**config.mk**
```make
export PLATFORM = sky130hd
export DESIGN_NAME = tga_rle_pixel_decoder_core
export DESIGN_NICKNAME = d
export VERILOG_FILES = /design/src/rtl/core/tga_dec_pkg.sv /design/src/rtl/core/tga_dec_front.sv /design/src/rtl/core/tga_dec_queue.sv /design/src/rtl/core/tga_dec_back.sv /design/src/rtl/core/tga_rle_pixel_decoder_core.sv
export SDC_FILE = /design/constraint.sdc
export NUM_CORES = 1
export LEC_CHECK = 0
export CORE_MARGIN = 2
export CORE_UTILIZATION = 25
export CTS_CLUSTER_DIAMETER = 150
export DETAILED_ROUTE_END_ITERATION = 10
export DONT_BUFFER_PORTS = 1
export MAX_ROUTING_LAYER = met4
export PLACE_DENSITY_LB_ADDON = 0.08
export SKIP_LAST_GASP = 1
export SYNTH_ARGS = -nofsm -noshare
export SYNTH_HDL_FRONTEND = slang
export SYNTH_SLANG_ARGS = --single-unit
```
**constraint.sdc**
```tcl
create_clock -name clk -period 7.45 [get_ports clk]
set_input_delay 1.8625 -clock clk [delete_from_list [all_inputs] [get_ports clk]]
set_output_delay 1.8625 -clock clk [all_outputs]
set_load 0.1 [all_outputs]
```
**src/rtl/core/tga_dec_pkg.sv**
```systemverilog
package tga_dec_pkg;

  // Configuration register indexes (byte address 4 * index).
  localparam logic CFG_IDX_BPP   = 1'b0;
  localparam logic CFG_IDX_TOTAL = 1'b1;

  localparam int CFG_ADDR_W = 3;

  // Reset values of the configuration registers.
  localparam logic [2:0]  BPP_RESET   = 3'd3;
  localparam logic [31:0] TOTAL_RESET = 32'd0;

  // Packet header fields.
  localparam logic [7:0] RUN_FLAG   = 8'h80;
  localparam logic [7:0] COUNT_MASK = 8'h7f;

  // Depth of the result queue between the parser and the output stage.
  localparam int QUEUE_DEPTH = 4;
  localparam int QUEUE_PTR_W = $clog2(QUEUE_DEPTH);
  localparam int QUEUE_CNT_W = $clog2(QUEUE_DEPTH + 1);

  typedef struct packed {
    logic [7:0] data_byte;
    logic       image_start;
  } in_t;

  typedef struct packed {
    logic [31:0] pixel_value;
    logic [7:0]  repeat_count;
    logic        image_last;
  } out_t;

  typedef struct packed {
    logic [2:0]  bytes_per_pixel;
    logic [31:0] total_pixels;
  } cfg_t;

  // Queue status seen by the parser and the output stage.
  typedef struct packed {
    logic full;
    logic empty;
  } queue_stat_t;

endpackage

```
**src/rtl/core/tga_dec_front.sv**
```systemverilog
module tga_dec_front (
  input  logic                  clk,
  input  logic                  rst,
  input  logic                  in_valid,
  output logic                  in_ready,
  input  tga_dec_pkg::in_t      in_data,
  input  tga_dec_pkg::cfg_t     cfg,
  input  tga_dec_pkg::queue_stat_t qstat,
  output logic                  push,
  output tga_dec_pkg::out_t     push_data
);

  localparam logic [7:0] RUN_FLAG_L   = tga_dec_pkg::RUN_FLAG;
  localparam logic [7:0] COUNT_MASK_L = tga_dec_pkg::COUNT_MASK;

  logic        in_packet, in_packet_next;
  logic        run_packet, run_packet_next;
  logic [7:0]  pixels_left, pixels_left_next;
  logic [1:0]  byte_position, byte_position_next;
  logic [23:0] pixel_gather, pixel_gather_next;
  logic [31:0] pixels_done, pixels_done_next;
  logic        image_finished, image_finished_next;

  // State as seen by the current byte, after an image start clears it.
  logic        c_in_packet;
  logic        c_run;
  logic [7:0]  c_left;
  logic [1:0]  c_pos;
  logic [23:0] c_gather;
  logic [31:0] c_done;
  logic        c_fin;

  logic        accept;
  logic        ignore;
  logic [1:0]  last_pos;
  logic [31:0] remaining;
  logic [7:0]  count;
  logic        clip;
  logic [31:0] pixel;

  // Every byte needs a free queue slot, whether or not it finishes a pixel.
  assign in_ready = !qstat.full;
  assign accept   = in_valid && in_ready;

  always_comb begin
    c_in_packet = in_data.image_start ? 1'b0  : in_packet;
    c_run       = in_data.image_start ? 1'b0  : run_packet;
    c_left      = in_data.image_start ? 8'd0  : pixels_left;
    c_pos       = in_data.image_start ? 2'd0  : byte_position;
    c_gather    = in_data.image_start ? 24'd0 : pixel_gather;
    c_done      = in_data.image_start ? 32'd0 : pixels_done;
    c_fin       = in_data.image_start ? 1'b0  : image_finished;

    // Anything but a pixel size of four acts as three.
    last_pos  = (cfg.bytes_per_pixel == 3'd4) ? 2'd3 : 2'd2;
    ignore    = c_fin || (c_done >= cfg.total_pixels);
    remaining = cfg.total_pixels - c_done;
    count     = c_run ? c_left : 8'd1;
    clip      = remaining <= {24'd0, count};
    pixel     = {8'd0, c_gather} | ({24'd0, in_data.data_byte} << {c_pos, 3'b000});

    in_packet_next      = in_packet;
    run_packet_next     = run_packet;
    pixels_left_next    = pixels_left;
    byte_position_next  = byte_position;
    pixel_gather_next   = pixel_gather;
    pixels_done_next    = pixels_done;
    image_finished_next = image_finished;
    push                = 1'b0;
    push_data.pixel_value  = pixel;
    push_data.repeat_count = clip ? remaining[7:0] : count;
    push_data.image_last   = clip;

    if (accept) begin
      in_packet_next      = c_in_packet;
      run_packet_next     = c_run;
      pixels_left_next    = c_left;
      byte_position_next  = c_pos;
      pixel_gather_next   = c_gather;
      pixels_done_next    = c_done;
      image_finished_next = c_fin;
      if (!ignore) begin
        if (!c_in_packet) begin
          // Packet header.
          in_packet_next     = 1'b1;
          run_packet_next    = (in_data.data_byte & RUN_FLAG_L) != 8'd0;
          pixels_left_next   = (in_data.data_byte & COUNT_MASK_L) + 8'd1;
          byte_position_next = 2'd0;
          pixel_gather_next  = 24'd0;
        end else if (c_pos < last_pos) begin
          // Gather one more byte of the pixel.
          case (c_pos)
            2'd0:    pixel_gather_next = {c_gather[23:8], in_data.data_byte};
            2'd1:    pixel_gather_next = {c_gather[23:16], in_data.data_byte,
                                          c_gather[7:0]};
            default: pixel_gather_next = {in_data.data_byte, c_gather[15:0]};
          endcase
          byte_position_next = c_pos + 2'd1;
        end else begin
          // Final byte of the pixel: emit one result.
          push               = 1'b1;
          byte_position_next = 2'd0;
          pixel_gather_next  = 24'd0;
          if (c_run) begin
            pixels_left_next = 8'd0;
            in_packet_next   = 1'b0;
          end else begin
            pixels_left_next = c_left - 8'd1;
            in_packet_next   = (c_left != 8'd1);
          end
          pixels_done_next    = clip ? cfg.total_pixels : c_done + {24'd0, count};
          image_finished_next = clip;
        end
      end
    end
  end

  // Parser state registers.
  always_ff @(posedge clk) begin
    if (rst) begin
      in_packet      <= 1'b0;
      run_packet     <= 1'b0;
      pixels_left    <= 8'd0;
      byte_position  <= 2'd0;
      pixel_gather   <= 24'd0;
      pixels_done    <= 32'd0;
      image_finished <= 1'b0;
    end else begin
      in_packet      <= in_packet_next;
      run_packet     <= run_packet_next;
      pixels_left    <= pixels_left_next;
      byte_position  <= byte_position_next;
      pixel_gather   <= pixel_gather_next;
      pixels_done    <= pixels_done_next;
      image_finished <= image_finished_next;
    end
  end

endmodule

```
**src/rtl/core/tga_dec_queue.sv**
```systemverilog
module tga_dec_queue (
  input  logic                     clk,
  input  logic                     rst,
  input  logic                     push,
  input  tga_dec_pkg::out_t        push_data,
  input  logic                     pop,
  output tga_dec_pkg::out_t        pop_data,
  output tga_dec_pkg::queue_stat_t qstat
);

  tga_dec_pkg::out_t entries [tga_dec_pkg::QUEUE_DEPTH];

  logic [tga_dec_pkg::QUEUE_PTR_W-1:0] wr_ptr;
  logic [tga_dec_pkg::QUEUE_PTR_W-1:0] rd_ptr;
  logic [tga_dec_pkg::QUEUE_CNT_W-1:0] fill;

  localparam logic [tga_dec_pkg::QUEUE_CNT_W-1:0] FULL_FILL =
    tga_dec_pkg::QUEUE_CNT_W'(tga_dec_pkg::QUEUE_DEPTH);

  assign qstat.full  = (fill == FULL_FILL);
  assign qstat.empty = (fill == '0);
  assign pop_data    = entries[rd_ptr];

  // Pointer and fill bookkeeping.
  always_ff @(posedge clk) begin
    if (rst) begin
      wr_ptr <= '0;
      rd_ptr <= '0;
      fill   <= '0;
    end else begin
      if (push) begin
        wr_ptr <= wr_ptr + 1'b1;
      end
      if (pop) begin
        rd_ptr <= rd_ptr + 1'b1;
      end
      case ({push, pop})
        2'b10:   fill <= fill + 1'b1;
        2'b01:   fill <= fill - 1'b1;
        default: fill <= fill;
      endcase
    end
  end

  // Entry storage needs no reset.
  always_ff @(posedge clk) begin
    if (push) begin
      entries[wr_ptr] <= push_data;
    end
  end

endmodule

```
**src/rtl/core/tga_dec_back.sv**
```systemverilog
module tga_dec_back (
  input  logic                     clk,
  input  logic                     rst,
  input  tga_dec_pkg::queue_stat_t qstat,
  input  tga_dec_pkg::out_t        pop_data,
  output logic                     pop,
  output logic                     out_valid,
  input  logic                     out_ready,
  output tga_dec_pkg::out_t        out_data
);

  // Refill the output register when it is empty or its transfer completes.
  assign pop = !qstat.empty && (!out_valid || out_ready);

  always_ff @(posedge clk) begin
    if (rst) begin
      out_valid <= 1'b0;
    end else if (pop) begin
      out_valid <= 1'b1;
    end else if (out_ready) begin
      out_valid <= 1'b0;
    end
  end

  always_ff @(posedge clk) begin
    if (pop) begin
      out_data <= pop_data;
    end
  end

endmodule

```
**src/rtl/core/tga_rle_pixel_decoder_core.sv**
```systemverilog
// A result passes through the result queue and then the output register before it appears on out_valid.
// Throughput: one byte per cycle; the parser accepts a byte whenever the four-entry
// result queue has a free slot, so a stalled output only throttles input once it fills.
// Reset (rst, synchronous): parser state, queue and output valid are cleared,
// bytes_per_pixel returns to 3 and total_pixels to 0.
module tga_rle_pixel_decoder_core (
  input  logic                                clk,
  input  logic                                rst,
  input  logic                                in_valid,
  output logic                                in_ready,
  input  tga_dec_pkg::in_t                    in_data,
  output logic                                out_valid,
  input  logic                                out_ready,
  output tga_dec_pkg::out_t                   out_data,
  input  logic                                psel,
  input  logic                                penable,
  input  logic                                pwrite,
  input  logic [tga_dec_pkg::CFG_ADDR_W-1:0]  paddr,
  input  logic [31:0]                         pwdata,
  output logic [31:0]                         prdata,
  output logic                                pready
);

  tga_dec_pkg::cfg_t        cfg;
  tga_dec_pkg::queue_stat_t qstat;
  tga_dec_pkg::out_t        push_data;
  tga_dec_pkg::out_t        pop_data;
  logic                     push;
  logic                     pop;
  logic                     cfg_write;
  logic                     reg_idx;

  // Configuration port: writes complete in the access cycle.
  assign pready    = 1'b1;
  assign cfg_write = psel && penable && pwrite && pready;
  assign reg_idx   = paddr[2];

  always_ff @(posedge clk) begin
    if (rst) begin
      cfg.bytes_per_pixel <= tga_dec_pkg::BPP_RESET;
      cfg.total_pixels    <= tga_dec_pkg::TOTAL_RESET;
    end else if (cfg_write) begin
      case (reg_idx)
        tga_dec_pkg::CFG_IDX_BPP:   cfg.bytes_per_pixel <= pwdata[2:0];
        tga_dec_pkg::CFG_IDX_TOTAL: cfg.total_pixels    <= pwdata;
        default:                    cfg.total_pixels    <= cfg.total_pixels;
      endcase
    end
  end

  always_comb begin
    case (reg_idx)
      tga_dec_pkg::CFG_IDX_BPP:   prdata = {29'd0, cfg.bytes_per_pixel};
      tga_dec_pkg::CFG_IDX_TOTAL: prdata = cfg.total_pixels;
      default:                    prdata = 32'd0;
    endcase
  end

  tga_dec_front u_front (
    .clk       (clk),
    .rst       (rst),
    .in_valid  (in_valid),
    .in_ready  (in_ready),
    .in_data   (in_data),
    .cfg       (cfg),
    .qstat     (qstat),
    .push      (push),
    .push_data (push_data)
  );

  tga_dec_queue u_queue (
    .clk       (clk),
    .rst       (rst),
    .push      (push),
    .push_data (push_data),
    .pop       (pop),
    .pop_data  (pop_data),
    .qstat     (qstat)
  );

  tga_dec_back u_back (
    .clk       (clk),
    .rst       (rst),
    .qstat     (qstat),
    .pop_data  (pop_data),
    .pop       (pop),
    .out_valid (out_valid),
    .out_ready (out_ready),
    .out_data  (out_data)
  );

  // The parser never writes into a full queue.
  a_no_overflow: assert property (@(posedge clk) disable iff (rst)
    push |-> !qstat.full)
    else $error("result pushed into a full queue");

  // The output stage never reads an empty queue.
  a_no_underflow: assert property (@(posedge clk) disable iff (rst)
    pop |-> !qstat.empty)
    else $error("result popped from an empty queue");

  // A delivered result always covers at least one pixel.
  a_count_nonzero: assert property (@(posedge clk) disable iff (rst)
    out_valid |-> out_data.repeat_count != 8'd0)
    else $error("result with zero repeat count");

endmodule

```
* After elaboration in Yosys (flattened, before gate mapping)
Memories as Yosys holds them, arrays and structs flattened. A register that Yosys moved wholly into a read port is not among the register bits.
Cells that the tools add are included.
** Word-level totals
- Bits in writable memories :: 164
- Register bits after elaboration :: 112
- Word-level logic and storage cells :: 94
- Output and inout bits :: 76
- Memories kept :: 1
** Memories
- u_queue.entries :: words 4, width 41, rd ports 1, clocked after memory_dff 1, write ports 1, line tga_dec_queue.sv:11 : tga_dec_pkg::out_t entries [tga_dec_pkg::QUEUE_DEPTH];
** Cells by class
- Bitwise gates (word level) :: 2
- Eq/ne operators :: 6
- Add/subtract/negate cells :: 9
- Shift operators :: 1
- Reduce and logical (&&, ||, !) cells :: 15
- Muxes and demuxes :: 44
- Order comparisons :: 3
** Operators by type and width (number)
- $mux W32 :: 5
- $mux W24 :: 4
- $pmux W32 S2 :: 1
- $mux W8 :: 7
- $pmux W24 S2 :: 1
- $add A32 B8 Y32 :: 1
- $ge A32 B32 Y1 :: 1
- $le A32 B8 Y1 :: 1
- $or A24 B32 Y32 :: 1
- $shl A8 B5 Y32 :: 1
- $sub A32 B32 Y32 :: 1
- $mux W1 :: 21
- $add A7 B1 Y8 const B :: 1
- $mux W2 :: 4
- $ne A8 B1 Y1 const B :: 1
- $sub A8 B1 Y8 const B :: 1
- $add A2 B1 Y2 const B :: 3
- $eq A3 B3 Y1 const B :: 2
- $pmux W3 S2 :: 1
- $eq A2 B1 Y1 const B :: 2
- $logic_and A1 B1 Y1 :: 4
- $reduce_and A2 Y1 :: 2
- $reduce_bool A2 Y1 :: 2
- $add A3 B1 Y3 const B :: 1
- other kinds (8) :: 11

* Logic depth before layout (Yosys ltp)
- Depth in word-level cells :: 9
- Gate-level depth with buffers :: 24
- Mapped depth without buffers :: 20

* Hierarchy
Synthesis repeated with hierarchy kept, for this count alone.
** Second synthesis, totals
- Cell total of the unflattened synthesis :: 1542
- Area, all modules :: 16781.1 µm²
** By module, submodules not included
- tga_dec_front :: sequential area each 1381.3 µm², cells an instance 1046, area an instance 7264.5 µm², times used 1
- tga_dec_queue :: sequential area each 5104.9 µm², cells an instance 262, area an instance 6401.1 µm², times used 1
- tga_rle_pixel_decoder_core :: sequential area each 700.7 µm², cells an instance 189, area an instance 1828.0 µm², times used 1
- tga_dec_back :: sequential area each 1251.2 µm², cells an instance 45, area an instance 1287.5 µm², times used 1

* Least setup slack after synthesis
No wires, ideal clock.
- Kind :: input-to-reg
- Start point :: input in_data[0] in the netlist's numbering
- End point :: memory u_queue.entries[0][0] in the netlist's numbering, enable pin
- Buffers on the path :: 6
- Arrival :: 6087 ps
- Library setup time :: 403 ps
- Path slack :: 960 ps
- Cell stages on the path :: 16
- Data required time :: 7047 ps
- Path through :: clkinv_1 -> clkbuf_1 -> buf_1 -> clkbuf_1 -> buf_1 -> nand2_1 -> ha_1 -> buf_2 -> nand2_1 -> a211oi_1 -> o21ai_1 -> o211ai_1 -> o2111ai_2 -> a21oi_1 -> clkbuf_1 -> and3_1
** Between the ends
- Longest elaborated chain between the ends :: 8
- Elaborated cells between the ends (all ways) :: 13
** Ends and longest elaborated chain
- start: declaration :: line tga_rle_pixel_decoder_core.sv:11 : input tga_dec_pkg::in_t in_data,
- branches (longest 4 deep; another with $ge A32 B32 Y1)
- $mux W1 * :: line tga_dec_front.sv:82 : if (!ignore) begin
- $mux W1 * :: line tga_dec_front.sv:74 : if (accept) begin
- $mux W1 * :: line tga_dec_queue.sv:47 : if (push) begin
- $mux W1 (implied by the code) * :: line tga_dec_queue.sv:48 : entries[wr_ptr] <= push_data;
- end: declaration :: line tga_dec_queue.sv:11
Every way passes the cells marked *.

==> reports/qor.yml <==
status: "finished, final reports clean"
layout-drive-gt1-share_pct: 11.4
power.density_nw_per_um2: 310
ys_top_cells_by_area: "edfxtp_1 (37%), dfxtp_1 (13%), mux4_2 (5.5%)"
synth_edf_count: 205
period_share_pct: 83.1
async_flop_share_pct: 0
num_vias: 12300
grtUsageTotal_pct: 15.9
crit_type: "in -> reg"
overflow: 0
max-slew-margin-rel_pct: 28.3
die_y_um: 263
area_growth_pct: 13.6
critPathLaunchType: "input pin"
ys_ff_latch: 317
ir_drop_v: 0.000156
fin_util_pct: 28.5
end_kind: "flop"
crit_fanout: 38
post_drt_wl_per_cell_um: 21.7
multiInputGateArea_um2: 7800
routed_via_density: 4.98
numCtsBuffers: 41
drv_cap: 0
final_cells: 2465
antenna_found_initial: 1
ys_warn_count: 0
clk_latency_ps: 580
crit_arrival_ps: 6490
met3_usage_pct: 3.18
dr.pass1.iters: 5
path_buf_inv: 4
synth_most_common_cell: "edfxtp_1"
post-cts-setup-buffers: 0
dp.final_hpwl_um: 37200
clockBufferDepth: 3
coreArea_um2: 66900
place_congestion: 0.809
cts_tree: "built"
num_io_pins: 127
grt_pass1_wl_um: 81600
cp_slowest_stage_delay_ps: 570
hold_path.class: "reg -> reg"
cp_slowest_cell: "ha_1"
crit_family: "simple AND/OR/NAND/NOR gates"
initial_core_util_pct: 25.1
final_max_slew_viol_count: 0
setup_violations: 0
grt_busiest_layer: "met2"
synth_top_flop_cell: "edfxtp_1"
grt_start_max_net_pins: 112
synth_cell_types: 94
finalNetCount: 1671
ant_nets: 0
synth.avg_cell_area_um2: 10.6
synth_cells: 1588
htree_levels: 2
required_ps: 7750
syn_area_um2: 16800
ctsHoldBuffers: 0
dieArea_um2: 69400
crit_chain: "clkinv_1 > buf_4 > nand2_1 > ha_1 > nand4_1 > a2111oi_4 > a21o_1 > mux2_2 > nor4_1 > and4_1 > nand4_2 > inv_2 > buf_4 > mux2_2"
cts_resized: 0
io_buffers: 0
max_freq_mhz: 162
wl_um: 53400
grt_use_met1_pct: 21.2
finClkSkew_ps: 19.6
syn_nets: 1700
seq_area_frac_synth_pct: 49.9
rsz0062_at_grt: "no"
tightest_slew_ps: 1060
fillers: 6949
drc: 0
cts_root_buf: "clkbuf_16"
clk_pin_slew_ps: 60
regArea_um2: 8400
rows: 95
yosysTopAreaCell: "edfxtp_1"
period_needed_ps: 6190
synth_common_cells: "edfxtp_1 (205), nand2_1 (187), nor2_1 (135), dfxtp_1 (112), a21oi_1 (110)"
grt_pass1_vias: 12300
finalSetupTns_ps: 0
gr-usage-met2_pct: 24.9
hold_viol: 0
synth_top_area_share_pct: 36.6
die_x_um: 263
clock_sinks: 317
dp_cells: 2389
first_iter_violations: 819
leakage_nw: 6.69
-- final cells by class --
cell class                      count  share of cell area, %
Clock buffer                       55                   5.75
Multi-Input combinational cell   1121                   40.8
Tap cell                          873                   5.72
Antenna cell                        1                 0.0131
Sequential cell                   317                   44.0
Timing Repair Buffer               32                   1.39
Clock inverter                     20                   1.41
Inverter                           46                  0.904
-- worst min-delay path, cell delays in order (launching register included) --
cell and delay, ps:
dfxtp_1 310, nand2_1 50, o21ai_1 50
-- power by group --
part	leakage, nW	switching, mW	internal [mW]
registers	2.81	0.946	2.07
logic	3.24	0.571	0.331
clock network	0.643	0.818	1.19
total	6.69	2.34	3.59
-- through the flow --
stage / hold slack (ps) / setup slack, ps / total power, mW / instance area (um^2)
final: 452 / 1260 / 5.93 / 19100
after global routing: 468 / 865 / 6.18 / 19100
after CTS: 454 / 1300 / 6.02 / 19100
after detailed placement: 445 / 697 / 3.97 / 17700
after global placement: 433 / 704 / 3.97 / 17700
after floorplan: 423 / 960 / 3.70 / 16800
-- cell usage in the layout, fill, tap and decap left out, drive strengths merged, types with 12 or more instances in the layout --
cell type / n
edfxtp: 205
nand2: 188
nor2: 135
a21oi: 119
dfxtp: 112
o21ai: 76
ha: 58
clkbuf: 55
inv: 46
mux4: 41
and2: 39
nor3: 34
buf: 32
xnor2: 30
nand3: 24
a22o: 24
nand4: 22
a22oi: 20
and3: 20
a21o: 18
mux2i: 18
nor2b: 17
o211ai: 17
xor2: 16
a32oi: 15
mux2: 15
nand3b: 14
o21a: 12
-- cell families after synthesis --
| kind of cell | Yosys count | synth area share, % |
|---|---|---|
| fa+ha+maj | 61 | 4.67 |
| flops | 317 | 49.9 |
| compound gates | 390 | 15.9 |
| mux | 74 | 7.56 |
| simple gates | 549 | 15.7 |
| xor+xnor | 46 | 2.40 |
| buf+inv | 150 | 3.81 |
| other cells | 1 | 0.0223 |
-- flip-flops by register name, summed over array words and instances (netlist names) --
register and cells:
u_back.out_data 41, u_front.pixel_gather 24, u_front.in_packet 1, u_front.run_packet 1, u_front.pixels_left 8, cfg 35
u_front.pixels_done 32, u_front.byte_position 2, u_queue.rd_ptr 2, u_front.image_finished 1, u_back.out_valid 1, u_queue.wr_ptr 2
u_queue.entries 164, u_queue.fill 3
-- path summary, 6_finish.rpt --
| check | to | depth (start not counted) | start | slack [ps] |
|---|---|---|---|---|
| max | u_queue.entries[2][7]$_DFFE_PP_ | 14 | in_data[0] | 1260 |
| min | u_front.pixels_done[6]$_SDFFE_PP0P_ | 2 | u_front.pixels_done[6]$_SDFFE_PP0P_ | 450 |
| max reg2reg | u_queue.entries[2][7]$_DFFE_PP_ | 14 | cfg[0]$_SDFFE_PP0P_ | 2670 |
| min reg2reg | u_front.pixels_done[6]$_SDFFE_PP0P_ | 2 | u_front.pixels_done[6]$_SDFFE_PP0P_ | 450 |
-- routing by layer --
layer	vias to the layer above	share of wire [%]
li1	5866	-
met1	6093	47
met2	262	46
met3	62	4.8
met4	0	2.0
met5	-	0
(Power assumes the default switching activity.)
